### config.mk
export PLATFORM = sky130hd
export DESIGN_NAME = fraction_to_boundary_step_length_flat
export DESIGN_NICKNAME = d
export VERILOG_FILES = /design/src/ftbsl_pkg.sv /design/src/ftbsl_if.sv /design/src/fraction_to_boundary_step_length.sv /design/src/ftbsl_front.sv /design/src/ftbsl_queue.sv /design/src/ftbsl_back.sv /design/src/flat_wrapper.sv
export SDC_FILE = /design/constraint.sdc
export NUM_CORES = 1
export LEC_CHECK = 0
export BUFFER_PORTS_ARGS = -buffer_cell sky130_fd_sc_hd__buf_2
export CAP_MARGIN = 25
export CORE_MARGIN = 5
export CORE_UTILIZATION = 45
export CTS_CLUSTER_DIAMETER = 40
export DETAILED_ROUTE_END_ITERATION = 16
export SLEW_MARGIN = 40
export SYNTH_ARGS = -nofsm -noshare
export SYNTH_HDL_FRONTEND = slang
export SYNTH_SLANG_ARGS = --single-unit
export TNS_END_PERCENT = 50
### constraint.sdc
create_clock -name clk -period 9.6 [get_ports clk]
set_input_delay 0.48 -clock clk [delete_from_list [all_inputs] [get_ports clk]]
set_output_delay 0.48 -clock clk [all_outputs]
set_load 0.05 [all_outputs]
### src/ftbsl_pkg.sv
`default_nettype none
package ftbsl_pkg;

  localparam int VALUE_WIDTH_DEF    = 32;
  localparam int STEP_FRAC_BITS_DEF = 30;

  typedef enum logic [1:0] {
    PAIR_KEEP,
    PAIR_ZERO,
    PAIR_DIVIDE
  } pair_kind_t;

  typedef struct packed {
    pair_kind_t dual_kind;
    pair_kind_t slack_kind;
    logic       last_item;
  } item_ctl_t;

  typedef enum logic [1:0] {
    ST_IDLE,
    ST_DIV,
    ST_DONE
  } back_state_t;

endpackage
`default_nettype wire

### src/ftbsl_if.sv
`default_nettype none
interface ftbsl_in_if #(
  parameter int VALUE_WIDTH = 32
);
  logic                          valid;
  logic                          ready;
  logic signed [VALUE_WIDTH-1:0] dual_value;
  logic signed [VALUE_WIDTH-1:0] dual_dir;
  logic signed [VALUE_WIDTH-1:0] slack_value;
  logic signed [VALUE_WIDTH-1:0] slack_dir;
  logic                          last_item;

  modport source (output valid, dual_value, dual_dir, slack_value, slack_dir, last_item,
                  input ready);
  modport sink   (input valid, dual_value, dual_dir, slack_value, slack_dir, last_item,
                  output ready);
endinterface

interface ftbsl_out_if #(
  parameter int STEP_FRAC_BITS = 30
);
  logic                    valid;
  logic                    ready;
  logic [STEP_FRAC_BITS:0] primal_step;
  logic [STEP_FRAC_BITS:0] dual_step;
  logic [STEP_FRAC_BITS:0] common_step;

  modport source (output valid, primal_step, dual_step, common_step, input ready);
  modport sink   (input valid, primal_step, dual_step, common_step, output ready);
endinterface
`default_nettype wire

### src/fraction_to_boundary_step_length.sv
// Channel  Dir  Handshake      Payload
// in_ch    in   valid/ready    dual_value, dual_dir, slack_value, slack_dir, last_item
// out_ch   out  valid/ready    primal_step, dual_step, common_step
//
// An item with a divide goes through load, one quotient bit per cycle in the pair of restoring
// dividers (dual and slack side by side), and commit in the back end; others skip the divide.
// The two-entry queue accepts transactions while the back end divides, until it is full.
// Synchronous active-low reset sets both running steps to one and empties queue and output.
// A stalled output register holds the commit of the next last item only.
`default_nettype none
module fraction_to_boundary_step_length import ftbsl_pkg::*; #(
  parameter int VALUE_WIDTH    = VALUE_WIDTH_DEF,
  parameter int STEP_FRAC_BITS = STEP_FRAC_BITS_DEF
) (
  input  wire logic   clk,
  input  wire logic   rst_n,
  ftbsl_in_if.sink    in_ch,
  ftbsl_out_if.source out_ch
);

  localparam int DATA_W = 4 * VALUE_WIDTH;

  logic              push_valid, push_ready;
  item_ctl_t         push_ctl;
  logic [DATA_W-1:0] push_data;
  logic              pop_valid, pop_ready;
  item_ctl_t         pop_ctl;
  logic [DATA_W-1:0] pop_data;

  ftbsl_front #(
    .VALUE_WIDTH (VALUE_WIDTH)
  ) u_front (
    .in_ch      (in_ch),
    .push_ready (push_ready),
    .push_valid (push_valid),
    .push_ctl   (push_ctl),
    .push_data  (push_data)
  );

  ftbsl_queue #(
    .DATA_W (DATA_W)
  ) u_queue (
    .clk        (clk),
    .rst_n      (rst_n),
    .push_valid (push_valid),
    .push_ready (push_ready),
    .push_ctl   (push_ctl),
    .push_data  (push_data),
    .pop_valid  (pop_valid),
    .pop_ready  (pop_ready),
    .pop_ctl    (pop_ctl),
    .pop_data   (pop_data)
  );

  ftbsl_back #(
    .VALUE_WIDTH    (VALUE_WIDTH),
    .STEP_FRAC_BITS (STEP_FRAC_BITS)
  ) u_back (
    .clk       (clk),
    .rst_n     (rst_n),
    .pop_valid (pop_valid),
    .pop_ready (pop_ready),
    .pop_ctl   (pop_ctl),
    .pop_data  (pop_data),
    .out_ch    (out_ch)
  );

endmodule
`default_nettype wire

### src/ftbsl_front.sv
`default_nettype none
module ftbsl_front import ftbsl_pkg::*; #(
  parameter int VALUE_WIDTH = VALUE_WIDTH_DEF
) (
  ftbsl_in_if.sink               in_ch,
  input  wire logic              push_ready,
  output logic                   push_valid,
  output item_ctl_t              push_ctl,
  output logic [4*VALUE_WIDTH-1:0] push_data
);

  logic [VALUE_WIDTH-1:0] dual_mag;
  logic [VALUE_WIDTH-1:0] slack_mag;

  function automatic pair_kind_t classify(input logic [VALUE_WIDTH-1:0] value,
                                          input logic [VALUE_WIDTH-1:0] dir,
                                          input logic [VALUE_WIDTH-1:0] mag);
    pair_kind_t kind;
    priority if (!dir[VALUE_WIDTH-1]) begin
      kind = PAIR_KEEP;
    end else if (value[VALUE_WIDTH-1]) begin
      kind = PAIR_ZERO;
    end else if (value >= mag) begin
      kind = PAIR_KEEP;
    end else begin
      kind = PAIR_DIVIDE;
    end
    return kind;
  endfunction

  assign dual_mag  = ~in_ch.dual_dir + VALUE_WIDTH'(1);
  assign slack_mag = ~in_ch.slack_dir + VALUE_WIDTH'(1);

  assign in_ch.ready = push_ready;
  assign push_valid  = in_ch.valid;

  always_comb begin
    push_ctl.dual_kind  = classify(in_ch.dual_value, in_ch.dual_dir, dual_mag);
    push_ctl.slack_kind = classify(in_ch.slack_value, in_ch.slack_dir, slack_mag);
    push_ctl.last_item  = in_ch.last_item;
    push_data = {in_ch.dual_value, dual_mag, in_ch.slack_value, slack_mag};
  end

endmodule
`default_nettype wire

### src/ftbsl_queue.sv
`default_nettype none
module ftbsl_queue import ftbsl_pkg::*; #(
  parameter int DATA_W = 4 * VALUE_WIDTH_DEF
) (
  input  wire logic              clk,
  input  wire logic              rst_n,
  input  wire logic              push_valid,
  output logic                   push_ready,
  input  wire item_ctl_t         push_ctl,
  input  wire logic [DATA_W-1:0] push_data,
  output logic                   pop_valid,
  input  wire logic              pop_ready,
  output item_ctl_t              pop_ctl,
  output logic [DATA_W-1:0]      pop_data
);

  item_ctl_t         ctl_r  [2];
  logic [DATA_W-1:0] data_r [2];
  logic              wr_ptr_r, wr_ptr_nxt;
  logic              rd_ptr_r, rd_ptr_nxt;
  logic [1:0]        count_r, count_nxt;
  logic              do_push, do_pop;

  assign push_ready = (count_r != 2'd2);
  assign pop_valid  = (count_r != 2'd0);
  assign do_push    = push_valid && push_ready;
  assign do_pop     = pop_valid && pop_ready;
  assign pop_ctl    = ctl_r[rd_ptr_r];
  assign pop_data   = data_r[rd_ptr_r];

  always_comb begin
    wr_ptr_nxt = do_push ? ~wr_ptr_r : wr_ptr_r;
    rd_ptr_nxt = do_pop ? ~rd_ptr_r : rd_ptr_r;
    count_nxt  = count_r + 2'(do_push) - 2'(do_pop);
  end

  always_ff @(posedge clk) begin
    if (!rst_n) begin
      wr_ptr_r <= 1'b0;
      rd_ptr_r <= 1'b0;
      count_r  <= 2'd0;
    end else begin
      wr_ptr_r <= wr_ptr_nxt;
      rd_ptr_r <= rd_ptr_nxt;
      count_r  <= count_nxt;
    end
  end

  always_ff @(posedge clk) begin
    if (do_push) begin
      ctl_r[wr_ptr_r]  <= push_ctl;
      data_r[wr_ptr_r] <= push_data;
    end
  end

endmodule
`default_nettype wire

### src/ftbsl_back.sv
`default_nettype none
module ftbsl_back import ftbsl_pkg::*; #(
  parameter int VALUE_WIDTH    = VALUE_WIDTH_DEF,
  parameter int STEP_FRAC_BITS = STEP_FRAC_BITS_DEF
) (
  input  wire logic                     clk,
  input  wire logic                     rst_n,
  input  wire logic                     pop_valid,
  output logic                          pop_ready,
  input  wire item_ctl_t                pop_ctl,
  input  wire logic [4*VALUE_WIDTH-1:0] pop_data,
  ftbsl_out_if.source                   out_ch
);

  localparam int SW    = STEP_FRAC_BITS + 1;
  localparam int CNT_W = $clog2(STEP_FRAC_BITS + 1);
  localparam logic [SW-1:0] STEP_ONE = {1'b1, {STEP_FRAC_BITS{1'b0}}};
  localparam logic [CNT_W-1:0] CNT_LAST = CNT_W'(STEP_FRAC_BITS - 1);

  back_state_t            state_r, state_nxt;
  item_ctl_t              ctl_r;
  logic [CNT_W-1:0]       cnt_r, cnt_nxt;
  logic [VALUE_WIDTH-1:0] dual_rem_r, dual_rem_nxt, dual_div_r;
  logic [VALUE_WIDTH-1:0] slack_rem_r, slack_rem_nxt, slack_div_r;
  logic [STEP_FRAC_BITS-1:0] dual_quo_r, dual_quo_nxt;
  logic [STEP_FRAC_BITS-1:0] slack_quo_r, slack_quo_nxt;
  logic [SW-1:0]          run_dual_r, run_primal_r;
  logic [SW-1:0]          new_dual, new_primal;
  logic [SW-1:0]          primal_r, dual_r, common_r;
  logic                   out_valid_r;
  logic                   load, iterate, commit, out_free;

  function automatic logic [VALUE_WIDTH:0] div_step(input logic [VALUE_WIDTH-1:0] rem,
                                                    input logic [VALUE_WIDTH-1:0] div);
    logic [VALUE_WIDTH:0] shifted;
    logic [VALUE_WIDTH:0] diff;
    logic                 ge;
    shifted = {rem, 1'b0};
    diff    = shifted - {1'b0, div};
    ge      = (shifted >= {1'b0, div});
    return {ge, ge ? diff[VALUE_WIDTH-1:0] : shifted[VALUE_WIDTH-1:0]};
  endfunction

  function automatic logic [SW-1:0] next_step(input pair_kind_t kind,
                                              input logic [STEP_FRAC_BITS-1:0] quo,
                                              input logic [SW-1:0] run);
    logic [SW-1:0] q;
    logic [SW-1:0] res;
    q = {1'b0, quo};
    unique case (kind)
      PAIR_ZERO:   res = '0;
      PAIR_DIVIDE: res = (q < run) ? q : run;
      default:     res = run;
    endcase
    return res;
  endfunction

  assign out_free = !out_valid_r || out_ch.ready;

  always_comb begin
    state_nxt = state_r;
    unique case (state_r)
      ST_IDLE: begin
        if (pop_valid) begin
          state_nxt = (pop_ctl.dual_kind == PAIR_DIVIDE || pop_ctl.slack_kind == PAIR_DIVIDE)
                      ? ST_DIV : ST_DONE;
        end
      end
      ST_DIV: begin
        if (cnt_r == CNT_LAST) begin
          state_nxt = ST_DONE;
        end
      end
      ST_DONE: begin
        if (!ctl_r.last_item || out_free) begin
          state_nxt = ST_IDLE;
        end
      end
      default: state_nxt = ST_IDLE;
    endcase
  end

  always_comb begin
    load    = 1'b0;
    iterate = 1'b0;
    commit  = 1'b0;
    unique case (state_r)
      ST_IDLE: load    = pop_valid;
      ST_DIV:  iterate = 1'b1;
      ST_DONE: commit  = !ctl_r.last_item || out_free;
      default: ;
    endcase
  end

  assign pop_ready = load;

  always_comb begin
    logic [VALUE_WIDTH:0] ds;
    logic [VALUE_WIDTH:0] ss;
    ds = div_step(dual_rem_r, dual_div_r);
    ss = div_step(slack_rem_r, slack_div_r);
    dual_rem_nxt  = ds[VALUE_WIDTH-1:0];
    slack_rem_nxt = ss[VALUE_WIDTH-1:0];
    dual_quo_nxt  = {dual_quo_r[STEP_FRAC_BITS-2:0], ds[VALUE_WIDTH]};
    slack_quo_nxt = {slack_quo_r[STEP_FRAC_BITS-2:0], ss[VALUE_WIDTH]};
    cnt_nxt       = cnt_r + CNT_W'(1);
    new_dual      = next_step(ctl_r.dual_kind, dual_quo_r, run_dual_r);
    new_primal    = next_step(ctl_r.slack_kind, slack_quo_r, run_primal_r);
  end

  always_ff @(posedge clk) begin
    if (!rst_n) begin
      state_r      <= ST_IDLE;
      run_dual_r   <= STEP_ONE;
      run_primal_r <= STEP_ONE;
      out_valid_r  <= 1'b0;
    end else begin
      state_r <= state_nxt;
      if (commit) begin
        run_dual_r   <= ctl_r.last_item ? STEP_ONE : new_dual;
        run_primal_r <= ctl_r.last_item ? STEP_ONE : new_primal;
      end
      if (commit && ctl_r.last_item) begin
        out_valid_r <= 1'b1;
      end else if (out_ch.ready) begin
        out_valid_r <= 1'b0;
      end
    end
  end

  always_ff @(posedge clk) begin
    if (load) begin
      ctl_r       <= pop_ctl;
      cnt_r       <= '0;
      dual_rem_r  <= pop_data[4*VALUE_WIDTH-1:3*VALUE_WIDTH];
      dual_div_r  <= pop_data[3*VALUE_WIDTH-1:2*VALUE_WIDTH];
      slack_rem_r <= pop_data[2*VALUE_WIDTH-1:VALUE_WIDTH];
      slack_div_r <= pop_data[VALUE_WIDTH-1:0];
      dual_quo_r  <= '0;
      slack_quo_r <= '0;
    end else if (iterate) begin
      cnt_r       <= cnt_nxt;
      dual_rem_r  <= dual_rem_nxt;
      slack_rem_r <= slack_rem_nxt;
      dual_quo_r  <= dual_quo_nxt;
      slack_quo_r <= slack_quo_nxt;
    end
    if (commit && ctl_r.last_item) begin
      primal_r <= new_primal;
      dual_r   <= new_dual;
      common_r <= (new_primal < new_dual) ? new_primal : new_dual;
    end
  end

  assign out_ch.valid       = out_valid_r;
  assign out_ch.primal_step = primal_r;
  assign out_ch.dual_step   = dual_r;
  assign out_ch.common_step = common_r;

endmodule
`default_nettype wire

### src/flat_wrapper.sv
// flat-port wrapper written by rule: the top's interface ports become plain ports
module fraction_to_boundary_step_length_flat import ftbsl_pkg::*;
#(
  parameter int VALUE_WIDTH    = VALUE_WIDTH_DEF,
  parameter int STEP_FRAC_BITS = STEP_FRAC_BITS_DEF
)
  (clk, rst_n, in_ch_valid, in_ch_dual_value, in_ch_dual_dir, in_ch_slack_value, in_ch_slack_dir, in_ch_last_item, in_ch_ready, out_ch_valid, out_ch_primal_step, out_ch_dual_step, out_ch_common_step, out_ch_ready);
  ftbsl_in_if #(.VALUE_WIDTH(VALUE_WIDTH)) in_ch_i ();
  ftbsl_out_if #(.STEP_FRAC_BITS(STEP_FRAC_BITS)) out_ch_i ();
  input  wire logic clk;
  input  wire logic rst_n;
  input wire logic [$bits(in_ch_i.valid)-1:0] in_ch_valid;
  input wire logic [$bits(in_ch_i.dual_value)-1:0] in_ch_dual_value;
  input wire logic [$bits(in_ch_i.dual_dir)-1:0] in_ch_dual_dir;
  input wire logic [$bits(in_ch_i.slack_value)-1:0] in_ch_slack_value;
  input wire logic [$bits(in_ch_i.slack_dir)-1:0] in_ch_slack_dir;
  input wire logic [$bits(in_ch_i.last_item)-1:0] in_ch_last_item;
  output wire logic [$bits(in_ch_i.ready)-1:0] in_ch_ready;
  output wire logic [$bits(out_ch_i.valid)-1:0] out_ch_valid;
  output wire logic [$bits(out_ch_i.primal_step)-1:0] out_ch_primal_step;
  output wire logic [$bits(out_ch_i.dual_step)-1:0] out_ch_dual_step;
  output wire logic [$bits(out_ch_i.common_step)-1:0] out_ch_common_step;
  input wire logic [$bits(out_ch_i.ready)-1:0] out_ch_ready;
  assign in_ch_i.valid = in_ch_valid;
  assign in_ch_i.dual_value = in_ch_dual_value;
  assign in_ch_i.dual_dir = in_ch_dual_dir;
  assign in_ch_i.slack_value = in_ch_slack_value;
  assign in_ch_i.slack_dir = in_ch_slack_dir;
  assign in_ch_i.last_item = in_ch_last_item;
  assign in_ch_ready = in_ch_i.ready;
  assign out_ch_valid = out_ch_i.valid;
  assign out_ch_primal_step = out_ch_i.primal_step;
  assign out_ch_dual_step = out_ch_i.dual_step;
  assign out_ch_common_step = out_ch_i.common_step;
  assign out_ch_i.ready = out_ch_ready;
  fraction_to_boundary_step_length #(.VALUE_WIDTH(VALUE_WIDTH), .STEP_FRAC_BITS(STEP_FRAC_BITS)) u_core (.clk(clk), .rst_n(rst_n), .in_ch(in_ch_i), .out_ch(out_ch_i));
endmodule
==> Flow_metrics.wiki <==
{| class="wikitable"
! Metric !! Value
|-
| Achievable clock frequency || 0.163 GHz
|-
| Arrival time at the worst endpoint || 6.49 ns
|-
| Placeable Area || 70100 sq um
|-
| Area growth from synthesis to final layout || 18.2%
|-
| Startpoint class of the critical path || register
|-
| Top-area cell type share of the netlist area || 0.464
|-
| Starting density of the core || 0.454
|-
| Clock-pin slew of the registers on the worst-case setup and hold paths || 0.06 ns
|-
| Final hold vios || 0
|-
| Number of rows in the core area || 97
|-
| Number of buffers inserted during clock tree synthesis || 99
|-
| Outcome || complete, no violations
|-
| Final setup TNS || 0 ns
|-
| Cell type with the largest total area after synthesis || sky130_fd_sc_hd__edfxtp_1
|-
| Final Slew Violations || 0
|-
| Leading cell type in the layout, fill and taps excluded || sky130_fd_sc_hd__edfxtp_1
|-
| Fraction of power consumed by sequential logic || 0.311
|-
| PD cells || 338 nW/um^2
|-
| Clock latency reported for the late side of the worst-skew pair || 0.64 ns
|-
| DRC marker count from the first detailed-route iteration || 1317
|-
| Worst min-delay path class || in -> reg
|-
| Global placement routability congestion || 0.866
|-
| Final count of negative-setup-slack endpoints || 0
|-
| Cell count after synthesis || 2745
|-
| Type of the worst setup path || reg -> reg
|-
| Drt first pass iters || 8
|-
| Count of cell types in the netlist || 81
|-
| Proportion of synthesized chip area in sequential cells || 0.549
|-
| Clock power share || 0.289
|-
| Proportion of power drawn by combinational gates || 0.399
|-
| Switching share of total power || 0.378
|-
| Largest cells by area after synthesis || sky130_fd_sc_hd__edfxtp_1 46%, sky130_fd_sc_hd__ha_1 8.8%, sky130_fd_sc_hd__dfxtp_1 8.5%
|-
| Number of max-cap violations || 0
|-
| Post-synthesis share of cell area spent on xor and xnor gates || 0.0316
|-
| Setup repair after global routing missed its margin || false
|-
| Overall via count from detail_route || 21900
|-
| Number of synthesized flops with an enable pin || 492
|-
| Number of warnings reported in the yosys synthesis log || 0
|-
| Min Hold Slack || 0.0536 ns
|-
| Post-synth top flop || sky130_fd_sc_hd__edfxtp_1
|-
| Via density || 5.45
|-
| WP data required || 9.97 ns
|-
| GRT Overall Usage || 0.188
|-
| Largest net degree at the start of global routing || 95
|-
| Combinational family with the most area after synthesis || compound AO/OA/AOI/OAI gates
|-
| Actual slew at the worst max-slew pin || 0.858 ns
|-
| Total of buffers placed on input and output ports || 227
|-
| Number of fillers in the final layout || 6093
|-
| Clock tree sinks || 627
|-
| Adder-cell area share of the yosys netlist || 0.0892
|-
| Syn_nets || 3104
|-
| Post-synthesis instance area || 31900 sq um
|-
| Clock Tree Buf Depth || 3
|-
| Sw Pwr || 4810 uW
|-
| Antenna viol nets, final || 0
|-
| Clock period minus worst slack || 6.12 ns
|-
| Critical path peak fanout || 29
|-
| Full die area || 76200 sq um
|-
| Average instance area after synthesis || 11.6 sq um
|-
| Initial antenna violation count || 4
|-
| Number of top-level pins || 228
|-
| Share of flip-flops with an asynchronous set or reset after synthesis || 0
|-
| DRC violations left || 0
|-
| Lkg Pwr || 0.0145 uW
|-
| Total power after layout || 12700 uW
|-
| Detailed placer's ending HPWL || 50300 um
|-
| Die X || 276 um
|-
| Count of nets after finishing || 3354
|-
| CTS tree || yes
|-
| Rel. slew slack || 0.421
|-
| Fraction of the mapped netlist area in compound gates || 0.133
|-
| Number of flip-flops and latches in the synthesized netlist || 627
|-
| Postcts setup bufs || 0
|-
| Root cell of the clock tree || sky130_fd_sc_hd__clkbuf_16
|-
| Total wire length after detailed routing || 73800 um
|-
| Fin crit share || 0.638
|-
| Type of element capturing the critical path || register
|-
| Mux contribution to synthesized area || 0.0549
|-
| WL per Instance || 18.4 um
|-
| Die height || 276 um
|-
| Worst Clk Skew || 0.0191 ns
|-
| Fraction of layout cells with a size suffix above 1 || 0.187
|-
| Global-route wire length before repair || 119000 um
|-
| Area share of and/or/nand/nor cells after synthesis || 0.100
|-
| Most frequent cells in the layout || 492 x sky130_fd_sc_hd__edfxtp_1, 242 x sky130_fd_sc_hd__inv_1, 227 x sky130_fd_sc_hd__buf_2
|-
| Via count of the first global-routing pass || 22700
|-
| Maximum vdd drop || 0.223 mV
|-
| Count of H-tree levels built during CTS || 3
|-
| Remaining Overflow, GRT || 0
|-
| Internal power || 7910 uW
|}
synthesized netlist by cell type, drive strengths merged, types with 20 or more instances:
master	n
mux2	101
ha	224
a21oi	154
a22oi	66
nand3	27
a211oi	53
nand2	204
edfxtp	492
inv	246
o21ai	127
nand2b	26
nor2b	90
or3	20
clkbuf	89
xor2	53
nand4	35
nor2	100
a21o	64
mux2i	61
dfxtp	135
xnor2	61
a22o	59
nor3	34
repair_timing:
item | 4_1_cts | 5_1_grt
hold buffers | 1 | 0
resized for setup | 0 | 0
hold endpoints to repair | 2 | 0
registers in the layout (all words and copies together), names as in the netlist, 32 cells and up, named ones only:
| name | flops |
|---|---|
| u_core.u_queue.data_r | 256 |
| u_core.u_back.dual_div_r | 32 |
| u_core.u_back.dual_rem_r | 32 |
| u_core.u_back.slack_div_r | 32 |
| u_core.u_back.slack_rem_r | 32 |
through the flow:
step / area (sq um) / worst slack, ns / cells / utilization
2_1_floorplan: 31900 / 2.45 / 2745 / -
3_3_place_gp: 34000 / 3.47 / 3827 / 0.485
3_5_place_dp: 34100 / 3.46 / 3832 / 0.486
4_1_cts: 37600 / 3.44 / 4018 / 0.536
5_1_grt: 37600 / 3.15 / 4019 / 0.537
6_report: 37700 / 3.48 / 4020 / 0.537
logic make-up (layout without fill, tap and decap cells):
kind of cell    count (synthesis)  after routing
mux                           162            162
xor+xnor                      114            114
flops                         627            627
simple gates                  622            622
compound gates                641            641
fa+ha+maj                     226            226
other cells                     0              1
buf+inv                       353            687
final cells by class:
class	count	area (sq um)	share of cell area
Sequential cell	627	17500	0.464
Clock buffer	110	2610	0.0694
Timing Repair Buffer	256	1450	0.0384
Antenna cell	1	2.50	0.0000665
Tap cell	940	1180	0.0312
Clock inverter	75	883	0.0235
Inverter	246	930	0.0247
Multi-Input combinational cell	1765	13100	0.348
critical path, stage by stage (launching register included):
cell                       delay [ns]
sky130_fd_sc_hd__dfxtp_1         0.36
sky130_fd_sc_hd__inv_1           0.06
sky130_fd_sc_hd__ha_1            0.28
sky130_fd_sc_hd__a21oi_1         0.15
sky130_fd_sc_hd__o21ai_0         0.14
sky130_fd_sc_hd__a221o_1         0.38
sky130_fd_sc_hd__a211oi_1        0.51
sky130_fd_sc_hd__o21ai_0         0.29
sky130_fd_sc_hd__nor3b_2         0.21
sky130_fd_sc_hd__buf_4           0.35
sky130_fd_sc_hd__a22o_1          0.40
sky130_fd_sc_hd__inv_1           0.08
sky130_fd_sc_hd__ha_1            0.31
sky130_fd_sc_hd__and3_1          0.17
sky130_fd_sc_hd__nand3_1         0.11
sky130_fd_sc_hd__nor3_1          0.07
sky130_fd_sc_hd__a211oi_1        0.23
sky130_fd_sc_hd__o211ai_1        0.13
sky130_fd_sc_hd__a41oi_1         0.35
sky130_fd_sc_hd__o41a_1          0.45
sky130_fd_sc_hd__buf_4           0.42
sky130_fd_sc_hd__mux2_2          0.39
power by group through the flow:
stage	Clock [uW]	Combinational (uW)	Sequential (uW)
final	3680	5080	3960
after CTS	3760	5120	3970
after detailed placement	0	5090	4020
after floorplan	0	3740	4110
after global placement	0	4980	4010
after global routing	3890	5670	4020
per-layer routing:
metal	global-route usage	share of wire	routed length (um)
met3	0.0343	0.047	3500
met2	0.323	0.49	35900
met1	0.244	0.44	32700
met5	0	0.00034	25
met4	0.0590	0.023	1670
worst paths after layout:
path                                                    from                             endpoint  slack, ns  cells after the start
worst max-delay path            u_core.u_back.run_dual_r[12]  u_core.u_back.out_ch.common_step[3]       3.48                     21
worst min-delay path                   in_ch_slack_value[13]         u_core.u_queue.data_r[0][45]       0.05                      1
worst max register to register  u_core.u_back.run_dual_r[12]  u_core.u_back.out_ch.common_step[3]       3.48                     21
worst min register to register  u_core.u_back.dual_quo_r[29]         u_core.u_back.dual_quo_r[29]       0.49                      2
No activity file was read; power rests on OpenSTA's default activity.
